File: src/hw/rtl/lprd_pkg.sv
package lprd_pkg;

	localparam logic [1:0] PH_LENGTH  = 2'd0;
	localparam logic [1:0] PH_TAG     = 2'd1;
	localparam logic [1:0] PH_PAYLOAD = 2'd2;

	localparam logic OP_BYTE  = 1'b0;
	localparam logic OP_CLOSE = 1'b1;

	typedef struct packed {
		logic       valid;
		logic [7:0] record_tag;
		logic [7:0] payload_byte;
		logic [7:0] byte_index;
		logic       last_of_record;
		logic       empty_record;
	} result_t;

endpackage

File: src/hw/rtl/lprd_parser.sv
module lprd_parser (
	input  logic              clk,
	input  logic              arst_n,
	input  logic              step,
	input  logic              opcode,
	input  logic [7:0]        stream_byte,
	output lprd_pkg::result_t result
);
	import lprd_pkg::*;

	logic [1:0] phase_q;
	logic [7:0] length_q;
	logic [7:0] tag_q;
	logic [7:0] seen_q;

	logic [1:0] phase_d;
	logic [7:0] length_d;
	logic [7:0] tag_d;
	logic [7:0] seen_d;
	logic [8:0] next_count;
	logic       is_last;

	assign next_count = {1'b0, seen_q} + 9'd1;
	assign is_last    = next_count >= {1'b0, length_q};

	always_comb begin
		phase_d  = phase_q;
		length_d = length_q;
		tag_d    = tag_q;
		seen_d   = seen_q;
		result   = '0;
		if (opcode == OP_CLOSE) begin
			phase_d  = PH_LENGTH;
			length_d = '0;
			seen_d   = '0;
		end else begin
			unique case (phase_q)
				PH_TAG: begin
					tag_d  = stream_byte;
					seen_d = '0;
					if (length_q == 8'd0) begin
						result.valid          = 1'b1;
						result.record_tag     = stream_byte;
						result.last_of_record = 1'b1;
						result.empty_record   = 1'b1;
						phase_d               = PH_LENGTH;
					end else begin
						phase_d = PH_PAYLOAD;
					end
				end
				PH_PAYLOAD: begin
					result.valid          = 1'b1;
					result.record_tag     = tag_q;
					result.payload_byte   = stream_byte;
					result.byte_index     = seen_q;
					result.last_of_record = is_last;
					seen_d                = next_count[7:0];
					if (is_last) begin
						phase_d = PH_LENGTH;
						seen_d  = '0;
					end
				end
				default: begin
					length_d = stream_byte;
					seen_d   = '0;
					phase_d  = PH_TAG;
				end
			endcase
		end
	end

	always_ff @(posedge clk or negedge arst_n) begin
		if (!arst_n) begin
			phase_q  <= PH_LENGTH;
			length_q <= '0;
			tag_q    <= '0;
			seen_q   <= '0;
		end else if (step) begin
			phase_q  <= phase_d;
			length_q <= length_d;
			tag_q    <= tag_d;
			seen_q   <= seen_d;
		end
	end

endmodule

File: src/hw/rtl/length_prefixed_record_deframer_top.sv
// channel  | direction | handshake                    | contents
// s_axis   | in        | s_axis_tvalid/s_axis_tready  | tdata: stream_byte; tuser: opcode
// m_axis   | out       | m_axis_tvalid/m_axis_tready  | tdata/tuser/tlast: one payload word
// cfg      | in        | cfg_valid/cfg_ready          | cfg_data: deliver_enable
//
// One word per clock sustained while the output is not stalled.
// The input register and the result register set the rate; parsing sits between them.
// arst_n clears the parser to expecting a length byte and disables delivery.
// A stalled output holds the input register; the input side keeps flowing while
// the result register drains in the same cycle.
module length_prefixed_record_deframer_top (
	input  logic        clk,
	input  logic        arst_n,

	input  logic        s_axis_tvalid,
	output logic        s_axis_tready,
	input  logic [7:0]  s_axis_tdata,   // [7:0] stream_byte
	input  logic        s_axis_tuser,   // [0] opcode

	output logic        m_axis_tvalid,
	input  logic        m_axis_tready,
	output logic [15:0] m_axis_tdata,   // [7:0] payload_byte, [15:8] byte_index
	output logic [8:0]  m_axis_tuser,   // [7:0] record_tag, [8] empty_record
	output logic        m_axis_tlast,   // last_of_record

	input  logic        cfg_valid,
	output logic        cfg_ready,
	input  logic        cfg_data        // deliver_enable
);
	import lprd_pkg::*;

	logic       deliver_en_q;
	logic       valid_s1;
	logic       opcode_s1;
	logic [7:0] byte_s1;
	logic       advance;
	logic       m_valid_q;
	result_t    result;

	assign cfg_ready = 1'b1;

	always_ff @(posedge clk or negedge arst_n) begin
		if (!arst_n) begin
			deliver_en_q <= 1'b0;
		end else if (cfg_valid && cfg_ready) begin
			deliver_en_q <= cfg_data;
		end
	end

	assign advance       = valid_s1 && (!m_valid_q || m_axis_tready);
	assign s_axis_tready = !valid_s1 || advance;

	always_ff @(posedge clk or negedge arst_n) begin
		if (!arst_n) begin
			valid_s1 <= 1'b0;
		end else if (s_axis_tready) begin
			valid_s1 <= s_axis_tvalid;
		end
	end

	always_ff @(posedge clk) begin
		if (s_axis_tvalid && s_axis_tready) begin
			opcode_s1 <= s_axis_tuser;
			byte_s1   <= s_axis_tdata;
		end
	end

	lprd_parser u_parser (
		.clk         (clk),
		.arst_n      (arst_n),
		.step        (advance),
		.opcode      (opcode_s1),
		.stream_byte (byte_s1),
		.result      (result)
	);

	always_ff @(posedge clk or negedge arst_n) begin
		if (!arst_n) begin
			m_valid_q <= 1'b0;
		end else if (advance) begin
			m_valid_q <= result.valid && deliver_en_q;
		end else if (m_axis_tready) begin
			m_valid_q <= 1'b0;
		end
	end

	always_ff @(posedge clk) begin
		if (advance) begin
			m_axis_tdata <= {result.byte_index, result.payload_byte};
			m_axis_tuser <= {result.empty_record, result.record_tag};
			m_axis_tlast <= result.last_of_record;
		end
	end

	assign m_axis_tvalid = m_valid_q;

	a_empty_is_last: assert property (@(posedge clk) disable iff (!arst_n)
		m_axis_tvalid && m_axis_tuser[8] |-> m_axis_tlast && m_axis_tdata == 16'd0)
		else $error("empty record word without last mark or with data");

	a_disabled_quiet: assert property (@(posedge clk) disable iff (!arst_n)
		!m_valid_q && !deliver_en_q |=> !m_valid_q)
		else $error("word produced while delivery disabled");

	a_ready_when_free: assert property (@(posedge clk) disable iff (!arst_n)
		!s_axis_tready |-> valid_s1 && m_valid_q && !m_axis_tready)
		else $error("input stalled without a blocked output");

endmodule
File: config.mk
export PLATFORM = sky130hd
export DESIGN_NAME = length_prefixed_record_deframer_top
export DESIGN_NICKNAME = d
export VERILOG_FILES = /design/src/hw/rtl/lprd_pkg.sv /design/src/hw/rtl/lprd_parser.sv /design/src/hw/rtl/length_prefixed_record_deframer_top.sv
export SDC_FILE = /design/constraint.sdc
export NUM_CORES = 1
export LEC_CHECK = 0
export BUFFER_PORTS_ARGS = -buffer_cell sky130_fd_sc_hd__buf_2
export CORE_ASPECT_RATIO = 2
export CORE_MARGIN = 5
export CORE_UTILIZATION = 56
export DETAILED_ROUTE_END_ITERATION = 12
export PLACE_DENSITY = 0.79
export SETUP_SLACK_MARGIN = 0.1
export SYNTH_ARGS = -nofsm -noshare
export SYNTH_HDL_FRONTEND = slang
export SYNTH_SLANG_ARGS = --single-unit
File: constraint.sdc
create_clock -name clk -period 2.6 [get_ports clk]
set_input_delay 0.26 -clock clk [delete_from_list [all_inputs] [get_ports clk]]
set_output_delay 0.26 -clock clk [all_outputs]
set_load 0.01 [all_outputs]
==> flow_metrics.env <==
export IMPL_diodes=0
export IMPL_clock_skew_ns=0.01313
export IMPL_die_h_um=110.9
export IMPL_ys_types=43
export IMPL_area_delta_synth_final_pct=24.92
export IMPL_comb_power_share=0.162
export IMPL_fmax_mhz=399.8
export IMPL_p_clk_frac=0.336
export IMPL_p_per_area_mw_per_mm2=713.5
export IMPL_clockBufferDepth=2
export IMPL_drt_iter0_drc=62
export IMPL_coreArea_mm2=0.004910
export IMPL_rows=36
export IMPL_r2r_end="m_axis_tlast"
export IMPL_globalplace_congestion=0.8414
export IMPL_hold_violations=0
export IMPL_nets=317
export IMPL_intPower_uw=1897
export IMPL_fin_area_mm2=0.003562
export IMPL_dpl_worst_slack_ns=0.01269
export IMPL_drt_total_wl_um=6197
export IMPL_final_layout_size_suffix_gt1_frac=0.3784
export IMPL_startpoint_type="register"
export IMPL_fin_crit_ns=2.501
export IMPL_p_switching_uw=644.1
export IMPL_fin_cells=353
export IMPL_crit_arrival_ns=2.59
export IMPL_min_from="s_axis_tdata[4]"
export IMPL_avgSynthCellArea_um2=12.79
export IMPL_antenna_found_initial=0
export IMPL_netlist_top_cells_area="edfxtp_1 37%, dfrtp_1 25%, ha_1 4.8%"
export IMPL_via_per_inst=5.657
export IMPL_critPathBufInv=1
export IMPL_seqPwrFrac=0.502
export IMPL_hold_class="in2reg"
export IMPL_grt_pass1_vias=1916
export IMPL_drv_slew=0
export IMPL_rsz0062_at_grt="true"
export IMPL_ir_drop_uv=630.9
export IMPL_clock_sinks=64
export IMPL_routedWlPerCell_um=17.56
export IMPL_period_share=0.9620
export IMPL_boundaryPins=44
export IMPL_worstHoldEndpoint="byte_s1[4]"
export IMPL_async_reset_ff_frac=0.4531
export IMPL_min_path_cells=1
export IMPL_clock_latency_ns=0.34
export IMPL_hpwlAfterDp_um=4068
export IMPL_maxCapViolations=0
export IMPL_gr_usage_all_layers=0.1942
export IMPL_fin_ws_ns=0.09868
export IMPL_r2r_start="u_parser.seen_q[1]"
export IMPL_synth_top_area_cell="edfxtp_1"
export IMPL_crit_path_max_fanout=6
export IMPL_synth_nets=249
export IMPL_holdWs_ns=0.09328
export IMPL_cts_root_buf="clkbuf_8"
export IMPL_synth_edf_count=35
export IMPL_setup_viol=0
export IMPL_timing_setup_tns_ns=0
export IMPL_crit_path_end_kind="register"
export IMPL_die_w_um=60.46
export IMPL_grt_max_degree=30
export IMPL_firstDrtPassIters=6
export IMPL_relSlewSlack=0.5519
export IMPL_overflow=0
export IMPL_worstSetupPathType="reg2reg"
export IMPL_floorplan_initialDensity=0.5808
export IMPL_seq_area_frac_synth=0.6231
export IMPL_synth_top_area_frac=0.3686
export IMPL_syn_inst=223
export IMPL_dpl_cell_area_mm2=0.003154
export IMPL_synth_seq_cells=64
export IMPL_cts_tree="built"
export IMPL_drc=0
export IMPL_numPortBuffers=42
export IMPL_layout_commonest_cell="buf_2"
export IMPL_dr_total_vias=1997
export IMPL_synth_warnings=0
export IMPL_cts_htree_levels=3
export IMPL_cp_top_family="compound AO/OA/AOI/OAI gates"
export IMPL_slowest_delay_ns=0.43
export IMPL_die_area_mm2=0.006705
export IMPL_cts_buffers=9
export IMPL_synth_main_ff_cell="edfxtp_1"
export IMPL_crit_slowest_cell="dfrtp_1"
export IMPL_grt_pass1_wl_um=9321
export IMPL_tightestPinTransition_ns=0.6721
export IMPL_layout_common_cells="42 x buf_2, 35 x edfxtp_1, 29 x dfrtp_1"
export IMPL_p_sw_frac=0.2534
export IMPL_p_leak_uw=0.001580
export IMPL_crit_required_ns=2.69
export IMPL_synth_area_mm2=0.002851
export IMPL_path_cells="ha_4 > nand3_4 > nor2_4 > xor2_2 > ha_1 > and3_4 > a221oi_2 > o31a_2 > buf_4 > a21oi_2"
export IMPL_drt_antenna_violating_nets=0
export IMPL_r2r_cells=10
export IMPL_numPlacedInstances=324
export IMPL_status="finished clean"
export IMPL_cts_clk_slew_worst_paths_ns=0.07
export IMPL_startpoint="u_parser.seen_q[1]"
export IMPL_r2r_slack_ns=0.1
-- synth_stat cells (2+ instances only) --
master     n
edfxtp_1  35
dfrtp_1   29
nand2_1   23
and2_1    16
inv_1     13
nor2_1    13
ha_1      11
mux2_2     9
a22o_1     8
a22oi_1    8
o21ai_0    6
and3_1     4
xor2_1     4
a21o_1     3
clkbuf_1   3
nand2b_1   3
nand3_1    3
a21oi_1    2
a31oi_1    2
buf_4      2
nor2b_1    2
o22ai_1    2
or4_4      2
-- layout make-up --
| cell class | instances | area [um2] |
|---|---|---|
| clock buffers | 13 | 158.9 |
| clock inverters | 3 | 40.04 |
| fillers | 337 | 1348 |
| inverters | 14 | 52.55 |
| multi-input cells | 138 | 1081 |
| flip-flops and latches | 64 | 1777 |
| well taps | 57 | 71.32 |
| repair buffers | 64 | 381.6 |
-- layer usage --
layer	global-route usage	vias up	share of wire
met5	0	-	0
met2	0.3230	59	0.57
met4	0.1013	0	0.019
met1	0.2038	995	0.36
li1	-	929	-
met3	0.07226	14	0.048
-- power groups by stage --
stage	Clock (uW)	Sequential, uW	Combinational, uW
after floorplan	0	1280	278
after global placement	0	1290	376
after detailed placement	0	1290	389
after CTS	871	1270	394
after global routing	934	1290	448
final	853	1280	412
-- logic make-up (layout without fill, tap and decap cells) --
kind of cell,count (synthesis),after routing,synth area share
buf+inv,21,94,0.03466
fa+ha+maj,11,11,0.04827
other cells,1,1,0.001315
xor+xnor,5,5,0.01536
flops,64,64,0.6231
compound gates,39,39,0.1075
mux,10,10,0.03905
simple gates,72,72,0.1308
-- worst max-delay path by stage --
stage / end / cells past startpoint
after floorplan: u_parser.phase_q[0] / 10
after detailed placement: u_parser.phase_q[0] / 10
after global placement: u_parser.phase_q[0] / 10
final: m_axis_tlast / 10
after CTS: u_parser.seen_q[2] / 10
after global routing: m_axis_tlast / 10
-- sequential cells by signal (all words and copies together) (netlist names) --
signal             cells
byte_s1                8
deliver_en_q           1
m_axis_tdata          16
m_axis_tlast           1
m_axis_tuser           9
m_axis_tvalid          1
opcode_s1              1
u_parser.length_q      8
u_parser.phase_q       2
u_parser.seen_q        8
u_parser.tag_q         8
valid_s1               1
-- stage by stage --
step | power [uW] | utilization
after global placement | 1664 | 0.6425
final | 2541 | 0.7255
after detailed placement | 1680 | 0.6425
after floorplan | 1562 | -
after global routing | 2668 | 0.7255
after CTS | 2538 | 0.6962
-- what timing repair did --
action	in CTS	in global routing
setup endpoints to repair	10	11
resized for setup	3	20
pin swaps	2	10
setup buffers	6	6
hold buffers	1	0
hold endpoints to repair	29	0
(Power assumes the default switching activity.)
